File: config.mk
export PLATFORM = sky130hd
export DESIGN_NAME = bpt_blend_unit
export DESIGN_NICKNAME = d
export VERILOG_FILES = /design/src/rtl/bpt_pkg.sv /design/src/rtl/bpt_blend_unit.sv
export SDC_FILE = /design/constraint.sdc
export NUM_CORES = 1
export LEC_CHECK = 0
export ABC_AREA = 1
export BUFFER_PORTS_ARGS = -buffer_cell sky130_fd_sc_hd__buf_2
export CORE_MARGIN = 3
export CORE_UTILIZATION = 46
export CTS_BUF_LIST = sky130_fd_sc_hd__clkbuf_16
export DETAILED_ROUTE_END_ITERATION = 10
export PLACE_DENSITY = 0.75
export SETUP_SLACK_MARGIN = 0.1
export SYNTH_ARGS = -nofsm -noshare
export SYNTH_HDL_FRONTEND = slang
export SYNTH_SLANG_ARGS = --single-unit
File: constraint.sdc
create_clock -name clk -period 13.7 [get_ports clk]
set_clock_uncertainty 0.15 [all_clocks]
set_input_delay 0.685 -clock clk [delete_from_list [all_inputs] [get_ports clk]]
set_output_delay 0.685 -clock clk [all_outputs]
set_load 0.005 [all_outputs]
File: src/rtl/bpt_pkg.sv
// types, constants and small helpers shared by the patch tessellator
// no dependencies; imported by every other file of the block

package bpt_pkg;

    localparam int VAL_W    = 32;
    localparam int WT_W     = 5;
    localparam int NUM_ATTR = 9;
    localparam int ACC_W    = 40;
    localparam int DIV_STEPS = ACC_W / 4;

    localparam logic CMD_LOAD = 1'b0;
    localparam logic CMD_DRAW = 1'b1;

    localparam logic REG_TESS = 1'b0;
    localparam logic [2:0] TESS_RESET = 3'd5;

    localparam logic [3:0] ATTR_X       = 4'd0;
    localparam logic [3:0] ATTR_Y       = 4'd1;
    localparam logic [3:0] ATTR_Z       = 4'd2;
    localparam logic [3:0] ATTR_RED     = 4'd3;
    localparam logic [3:0] ATTR_GREEN   = 4'd4;
    localparam logic [3:0] ATTR_BLUE    = 4'd5;
    localparam logic [3:0] ATTR_ALPHA   = 4'd6;
    localparam logic [3:0] ATTR_TEX_S   = 4'd7;
    localparam logic [3:0] ATTR_TEX_T   = 4'd8;
    localparam logic [3:0] ATTR_LAST    = ATTR_TEX_T;

    typedef struct packed {
        logic               cmd;
        logic [3:0]         point_index;
        logic signed [31:0] in_x;
        logic signed [31:0] in_y;
        logic signed [31:0] in_z;
        logic [7:0]         in_red;
        logic [7:0]         in_green;
        logic [7:0]         in_blue;
        logic [7:0]         in_alpha;
        logic signed [31:0] in_tex_s;
        logic signed [31:0] in_tex_t;
    } in_item_t;

    typedef struct packed {
        logic signed [31:0] out_x;
        logic signed [31:0] out_y;
        logic signed [31:0] out_z;
        logic [7:0]         out_red;
        logic [7:0]         out_green;
        logic [7:0]         out_blue;
        logic [7:0]         out_alpha;
        logic signed [31:0] out_tex_s;
        logic signed [31:0] out_tex_t;
        logic               strip_end;
        logic               last;
    } out_item_t;

    typedef struct packed {
        logic signed [31:0] x;
        logic signed [31:0] y;
        logic signed [31:0] z;
        logic [7:0]         red;
        logic [7:0]         green;
        logic [7:0]         blue;
        logic [7:0]         alpha;
        logic signed [31:0] tex_s;
        logic signed [31:0] tex_t;
    } vert_t;

    // one blend job: three operands, three weights, divisor n*n
    typedef struct packed {
        logic signed [VAL_W-1:0] a;
        logic signed [VAL_W-1:0] b;
        logic signed [VAL_W-1:0] c;
        logic [WT_W-1:0]         w0;
        logic [WT_W-1:0]         w1;
        logic [WT_W-1:0]         w2;
        logic [WT_W-1:0]         d;
    } blend_req_t;

    typedef struct packed {
        logic                    done;
        logic signed [VAL_W-1:0] value;
    } blend_rsp_t;

    typedef struct packed {
        logic [WT_W-1:0] w0;
        logic [WT_W-1:0] w1;
        logic [WT_W-1:0] w2;
        logic [WT_W-1:0] d;
    } weights_t;

    function automatic weights_t calc_weights(logic [2:0] k, logic [2:0] n);
        logic [2:0]      nk;
        logic [WT_W-1:0] nk_w;
        logic [WT_W-1:0] k_w;
        logic [WT_W-1:0] n_w;
        weights_t        w;
        nk   = n - k;
        nk_w = {2'b00, nk};
        k_w  = {2'b00, k};
        n_w  = {2'b00, n};
        w.w0 = nk_w * nk_w;
        w.w1 = {nk_w[WT_W-2:0], 1'b0} * k_w;
        w.w2 = k_w * k_w;
        w.d  = n_w * n_w;
        return w;
    endfunction

    function automatic logic signed [VAL_W-1:0] attr_get(vert_t v, logic [3:0] idx);
        logic signed [VAL_W-1:0] r;
        unique case (idx)
            ATTR_X:     r = v.x;
            ATTR_Y:     r = v.y;
            ATTR_Z:     r = v.z;
            ATTR_RED:   r = {24'd0, v.red};
            ATTR_GREEN: r = {24'd0, v.green};
            ATTR_BLUE:  r = {24'd0, v.blue};
            ATTR_ALPHA: r = {24'd0, v.alpha};
            ATTR_TEX_S: r = v.tex_s;
            ATTR_TEX_T: r = v.tex_t;
            default:    r = '0;
        endcase
        return r;
    endfunction

    function automatic logic [7:0] sat_color(logic signed [VAL_W-1:0] val);
        logic [7:0] r;
        if (val < 0)
            r = 8'd0;
        else if (val > 32'sd255)
            r = 8'd255;
        else
            r = val[7:0];
        return r;
    endfunction

    function automatic vert_t attr_set(vert_t v, logic [3:0] idx,
                                       logic signed [VAL_W-1:0] val);
        vert_t r;
        r = v;
        unique case (idx)
            ATTR_X:     r.x = val;
            ATTR_Y:     r.y = val;
            ATTR_Z:     r.z = val;
            ATTR_RED:   r.red = sat_color(val);
            ATTR_GREEN: r.green = sat_color(val);
            ATTR_BLUE:  r.blue = sat_color(val);
            ATTR_ALPHA: r.alpha = sat_color(val);
            ATTR_TEX_S: r.tex_s = val;
            ATTR_TEX_T: r.tex_t = val;
            default:    r = v;
        endcase
        return r;
    endfunction

    function automatic out_item_t to_out(vert_t v, logic se, logic lst);
        out_item_t o;
        o.out_x     = v.x;
        o.out_y     = v.y;
        o.out_z     = v.z;
        o.out_red   = v.red;
        o.out_green = v.green;
        o.out_blue  = v.blue;
        o.out_alpha = v.alpha;
        o.out_tex_s = v.tex_s;
        o.out_tex_t = v.tex_t;
        o.strip_end = se;
        o.last      = lst;
        return o;
    endfunction

    function automatic vert_t from_in(in_item_t i);
        vert_t v;
        v.x     = i.in_x;
        v.y     = i.in_y;
        v.z     = i.in_z;
        v.red   = i.in_red;
        v.green = i.in_green;
        v.blue  = i.in_blue;
        v.alpha = i.in_alpha;
        v.tex_s = i.in_tex_s;
        v.tex_t = i.in_tex_t;
        return v;
    endfunction

    // slot to (row, column) of the 3x3 grid
    function automatic logic [1:0] slot_row(logic [3:0] s);
        logic [1:0] r;
        case (s)
            4'd0, 4'd1, 4'd2: r = 2'd0;
            4'd3, 4'd4, 4'd5: r = 2'd1;
            default:          r = 2'd2;
        endcase
        return r;
    endfunction

    function automatic logic [1:0] slot_col(logic [3:0] s);
        logic [1:0] c;
        case (s)
            4'd0, 4'd3, 4'd6: c = 2'd0;
            4'd1, 4'd4, 4'd7: c = 2'd1;
            default:          c = 2'd2;
        endcase
        return c;
    endfunction

endpackage

File: src/rtl/bpt_blend_unit.sv
// shared weighted-sum unit: three multiply-accumulate steps, then floor
// division by n*n one radix-16 digit per cycle; uses bpt_pkg

module bpt_blend_unit import bpt_pkg::*;
(
    input  logic       clk,
    input  logic       rst_n,
    input  logic       start,
    input  blend_req_t req,
    output blend_rsp_t rsp
);

    typedef enum logic [2:0] {
        B_IDLE = 3'b001,
        B_MAC  = 3'b010,
        B_DIV  = 3'b100
    } bstate_t;

    bstate_t                 state_reg, state_next;
    logic [3:0]              cnt_reg, cnt_next;
    blend_req_t              job_reg, job_next;
    logic [ACC_W-1:0]        acc_reg, acc_next;
    logic [4:0]              rem_reg, rem_next;
    logic [VAL_W-1:0]        quot_reg, quot_next;
    logic                    done_reg, done_next;
    logic signed [VAL_W-1:0] value_reg, value_next;

    logic signed [VAL_W-1:0] opnd;
    logic [WT_W-1:0]         wt;
    logic signed [VAL_W+WT_W:0] prod;
    logic [8:0]              part;
    logic [3:0]              digit;
    logic [8:0]              digit_mul;

    always_comb
    begin
        case (cnt_reg[1:0])
            2'd0:    begin opnd = job_reg.a; wt = job_reg.w0; end
            2'd1:    begin opnd = job_reg.b; wt = job_reg.w1; end
            default: begin opnd = job_reg.c; wt = job_reg.w2; end
        endcase
        prod = opnd * $signed({1'b0, wt});
    end

    // quotient digit: count of multiples of d that fit in the partial remainder
    always_comb
    begin
        part  = {rem_reg, acc_reg[ACC_W-1 -: 4]};
        digit = '0;
        for (int j = 1; j < 16; j++)
        begin
            if (part >= 9'({4'd0, job_reg.d} * 9'(j)))
                digit = digit + 4'd1;
        end
        digit_mul = 9'({5'd0, digit} * {4'd0, job_reg.d});
    end

    always_comb
    begin
        state_next = state_reg;
        cnt_next   = cnt_reg;
        job_next   = job_reg;
        acc_next   = acc_reg;
        rem_next   = rem_reg;
        quot_next  = quot_reg;
        done_next  = 1'b0;
        value_next = value_reg;
        unique case (state_reg)
            B_IDLE:
            begin
                if (start)
                begin
                    job_next   = req;
                    // offset by d*2^31 keeps the sum non-negative
                    acc_next   = ACC_W'(req.d) << 31;
                    cnt_next   = '0;
                    state_next = B_MAC;
                end
            end
            B_MAC:
            begin
                acc_next = acc_reg + ACC_W'(prod);
                if (cnt_reg == 4'd2)
                begin
                    cnt_next   = '0;
                    rem_next   = '0;
                    quot_next  = '0;
                    state_next = B_DIV;
                end
                else
                    cnt_next = cnt_reg + 4'd1;
            end
            B_DIV:
            begin
                acc_next  = acc_reg << 4;
                rem_next  = 5'(part - digit_mul);
                quot_next = {quot_reg[VAL_W-5:0], digit};
                if (cnt_reg == 4'(DIV_STEPS - 1))
                begin
                    done_next  = 1'b1;
                    // remove the 2^31 offset
                    value_next = $signed({~quot_reg[VAL_W-5], quot_reg[VAL_W-6:0], digit});
                    state_next = B_IDLE;
                end
                else
                    cnt_next = cnt_reg + 4'd1;
            end
            default:
                state_next = B_IDLE;
        endcase
    end

    always_ff @(posedge clk or negedge rst_n)
    begin
        if (!rst_n)
        begin
            state_reg <= B_IDLE;
            cnt_reg   <= '0;
            done_reg  <= 1'b0;
        end
        else
        begin
            state_reg <= state_next;
            cnt_reg   <= cnt_next;
            done_reg  <= done_next;
        end
    end

    always_ff @(posedge clk)
    begin
        job_reg   <= job_next;
        acc_reg   <= acc_next;
        rem_reg   <= rem_next;
        quot_reg  <= quot_next;
        value_reg <= value_next;
    end

    assign rsp.done  = done_reg;
    assign rsp.value = value_reg;

endmodule

==> results.json <==
{
  "path_class": "reg -> reg",
  "worst_ep_arrival_time_ps": 12460,
  "slowest_stage": "edfxtp_1",
  "ctsLongestPathBuffers": 3,
  "cts_tree": "built",
  "largest_reg_flops": 116,
  "critPathCaptureType": "register",
  "die_w_um": 218,
  "cap_violations": 0,
  "synth-edff-count": 221,
  "tightest_slew_ps": 1090,
  "final-hold-violation-count": 0,
  "die_h_um": 218,
  "tns_ps": 0,
  "yosys.area.top_type": "edfxtp_1",
  "drt-initial-drc-count": 1055,
  "core_mm2": 0.0443,
  "nets": 3039,
  "rows": 77,
  "path_buf_inv": 11,
  "rsz0062_at_grt": "false",
  "setup_viol": 0,
  "n_antenna_cell": 0,
  "first_pass_iters": 5,
  "routed_wl_um": 45600,
  "netlist_instances": 2381,
  "gp_congestion": 0.881,
  "synth_seq_cells": 229,
  "clk_latency_ps": 550,
  "slowest_delay_ps": 600,
  "synth-async-reset-ratio": 0.0349,
  "synth_area_mm2": 0.0207,
  "outcome": "complete, no violations",
  "critical_path.most_common_cell": "nand2_1",
  "final.min_clock_period_ps": 12320,
  "cts_resized": 0,
  "clock_sinks": 229,
  "drc": 0,
  "avgSynthCellArea_um2": 8.69,
  "relSlewSlack": 0.274,
  "vias_per_cell": 5.16,
  "ys.flop_type": "edfxtp_1",
  "clk_pin_slew_ps": 60,
  "overflow": 0,
  "hold_class": "in -> reg",
  "die_area_mm2": 0.0476,
  "via_count": 16218,
  "fin_crit_sh": 0.899,
  "grt_usage": 0.194,
  "htree_levels": 1,
  "hpwlAfterDp_um": 35700,
  "drv_slew": 0,
  "grt_first_pass_wirelength_um": 76700,
  "io_pins": 152,
  "yosysMostFrequentCell": "nand2_1",
  "post-cts-setup-buffers": 0,
  "required_ps": 13840,
  "cp_max_fo": 9,
  "yosys-top-cells-area": "edfxtp_1 (32%), ha_1 (16%), fa_1 (12%)",
  "ant_nets": 0,
  "synth_nets": 2882,
  "yosys_warnings": 0,
  "start_util": 0.467,
  "io_buffers": 151,
  "numCtsBuffers": 25,
  "grt_pass1_vias": 16322,
  "drive_gt1_frac": 0.112,
  "start_kind": "register",
  "max_freq_ghz": 0.0812,
  "ys_top_cells_by_count": "nand2_1 (569), inv_1 (384), ha_1 (260), edfxtp_1 (221), nand3_1 (174)",
  "antenna_found_initial": 1,
  "cp_top_family": "adder cells",
  "syn_to_final_growth_pct": 11.2,
  "clockRootBuffer": "clkbuf_16",
  "fillers": 3990,
  "synth-seq-area-share": 0.330,
  "wl_per_cell_um": 14.5,
  "synth.top_cell.area_share": 0.321,
  "grt_max_degree": 81,
  "ys_types": 54
}
## worst paths after layout
| check | slack, ps | end | start | depth (start not counted) |
|---|---|---|---|---|
| max | 1380 | rem_reg[4] | job_reg[1] | 64 |
| min | 150 | job_reg[13] | req[13] | 1 |
| min reg2reg | 270 | value_reg[28] | quot_reg[24] | 0 |
| max in group asynchronous | 12790 | state_reg[0] | rst_n | 2 |
| min in group asynchronous | 370 | cnt_reg[1] | rst_n | 2 |
| max reg2reg | 1380 | rem_reg[4] | job_reg[1] | 64 |
## logic make-up (layout without fill, tap and decap cells)
kind of cell	Yosys count	after routing	synth area share
xor+xnor	84	84	0.0355
compound gates	301	301	0.0820
fa+ha+maj	382	382	0.275
simple gates	949	949	0.198
flops	229	229	0.330
buf+inv	436	609	0.0793
## per-layer routing
layer / vias up / track usage / wire length (um)
met1: 7611 / 0.255 / 20400
li1: 8130 / - / -
met4: 2 / 0.0554 / 1300
met5: - / 0 / 13
met2: 388 / 0.329 / 21400
met3: 87 / 0.0339 / 2480
## metrics by stage
step	utilization	setup WS [ps]	hold slack, ps	instances	area [um^2]
global placement	0.501	1810	253	3102	22200
finish	0.519	1380	152	3146	23000
CTS	0.519	1420	125	3146	23000
global route	0.519	455	128	3146	23000
detailed placement	0.501	1480	258	3102	22200
floorplan	-	2760	239	2381	20700
## layout make-up
class                           count  area (um^2)  share of cell area
Inverter                          393         1480              0.0641
Clock buffer                       25          626              0.0272
Tap cell                          592          741              0.0322
Timing Repair Buffer              173          923              0.0401
Multi-Input combinational cell   1716        12200               0.532
Sequential cell                   229         6840               0.297
Clock inverter                     18          173             0.00750
## timing repair
action / CTS / global route
endpoints found under the hold margin: 7 / 0
endpoints found under the setup margin: 0 / 0
hold buffers: 1 / 0
## cell usage in the layout (no fill, tap or decap), types with 5 or more instances in the layout
cell	synthesis	routed
inv_1	384	386
edfxtp_1	221	221
nand2_1	569	569
fa_1	122	122
ha_1	260	260
nand4_1	8	8
xor2_1	53	53
o21ai_0	74	73
inv_2	9	9
buf_4	1	21
nand3_2	17	17
nor3_1	6	5
dfrtp_1	7	7
o211ai_1	9	9
buf_2	1	151
nand2_2	21	21
a211oi_1	6	6
xnor2_1	31	31
nand2_4	7	7
o31ai_1	6	6
a21oi_1	146	146
o21bai_1	6	6
o21ai_1	17	17
nor2_1	126	125
nand3_1	174	174
nand3b_1	5	5
or2_2	6	6
clkbuf_16	0	25
a21o_1	7	7
Power is left out: the tool's default activity adds up to more than one toggle a clock period on the data nets, which glitch-free logic cannot reach.
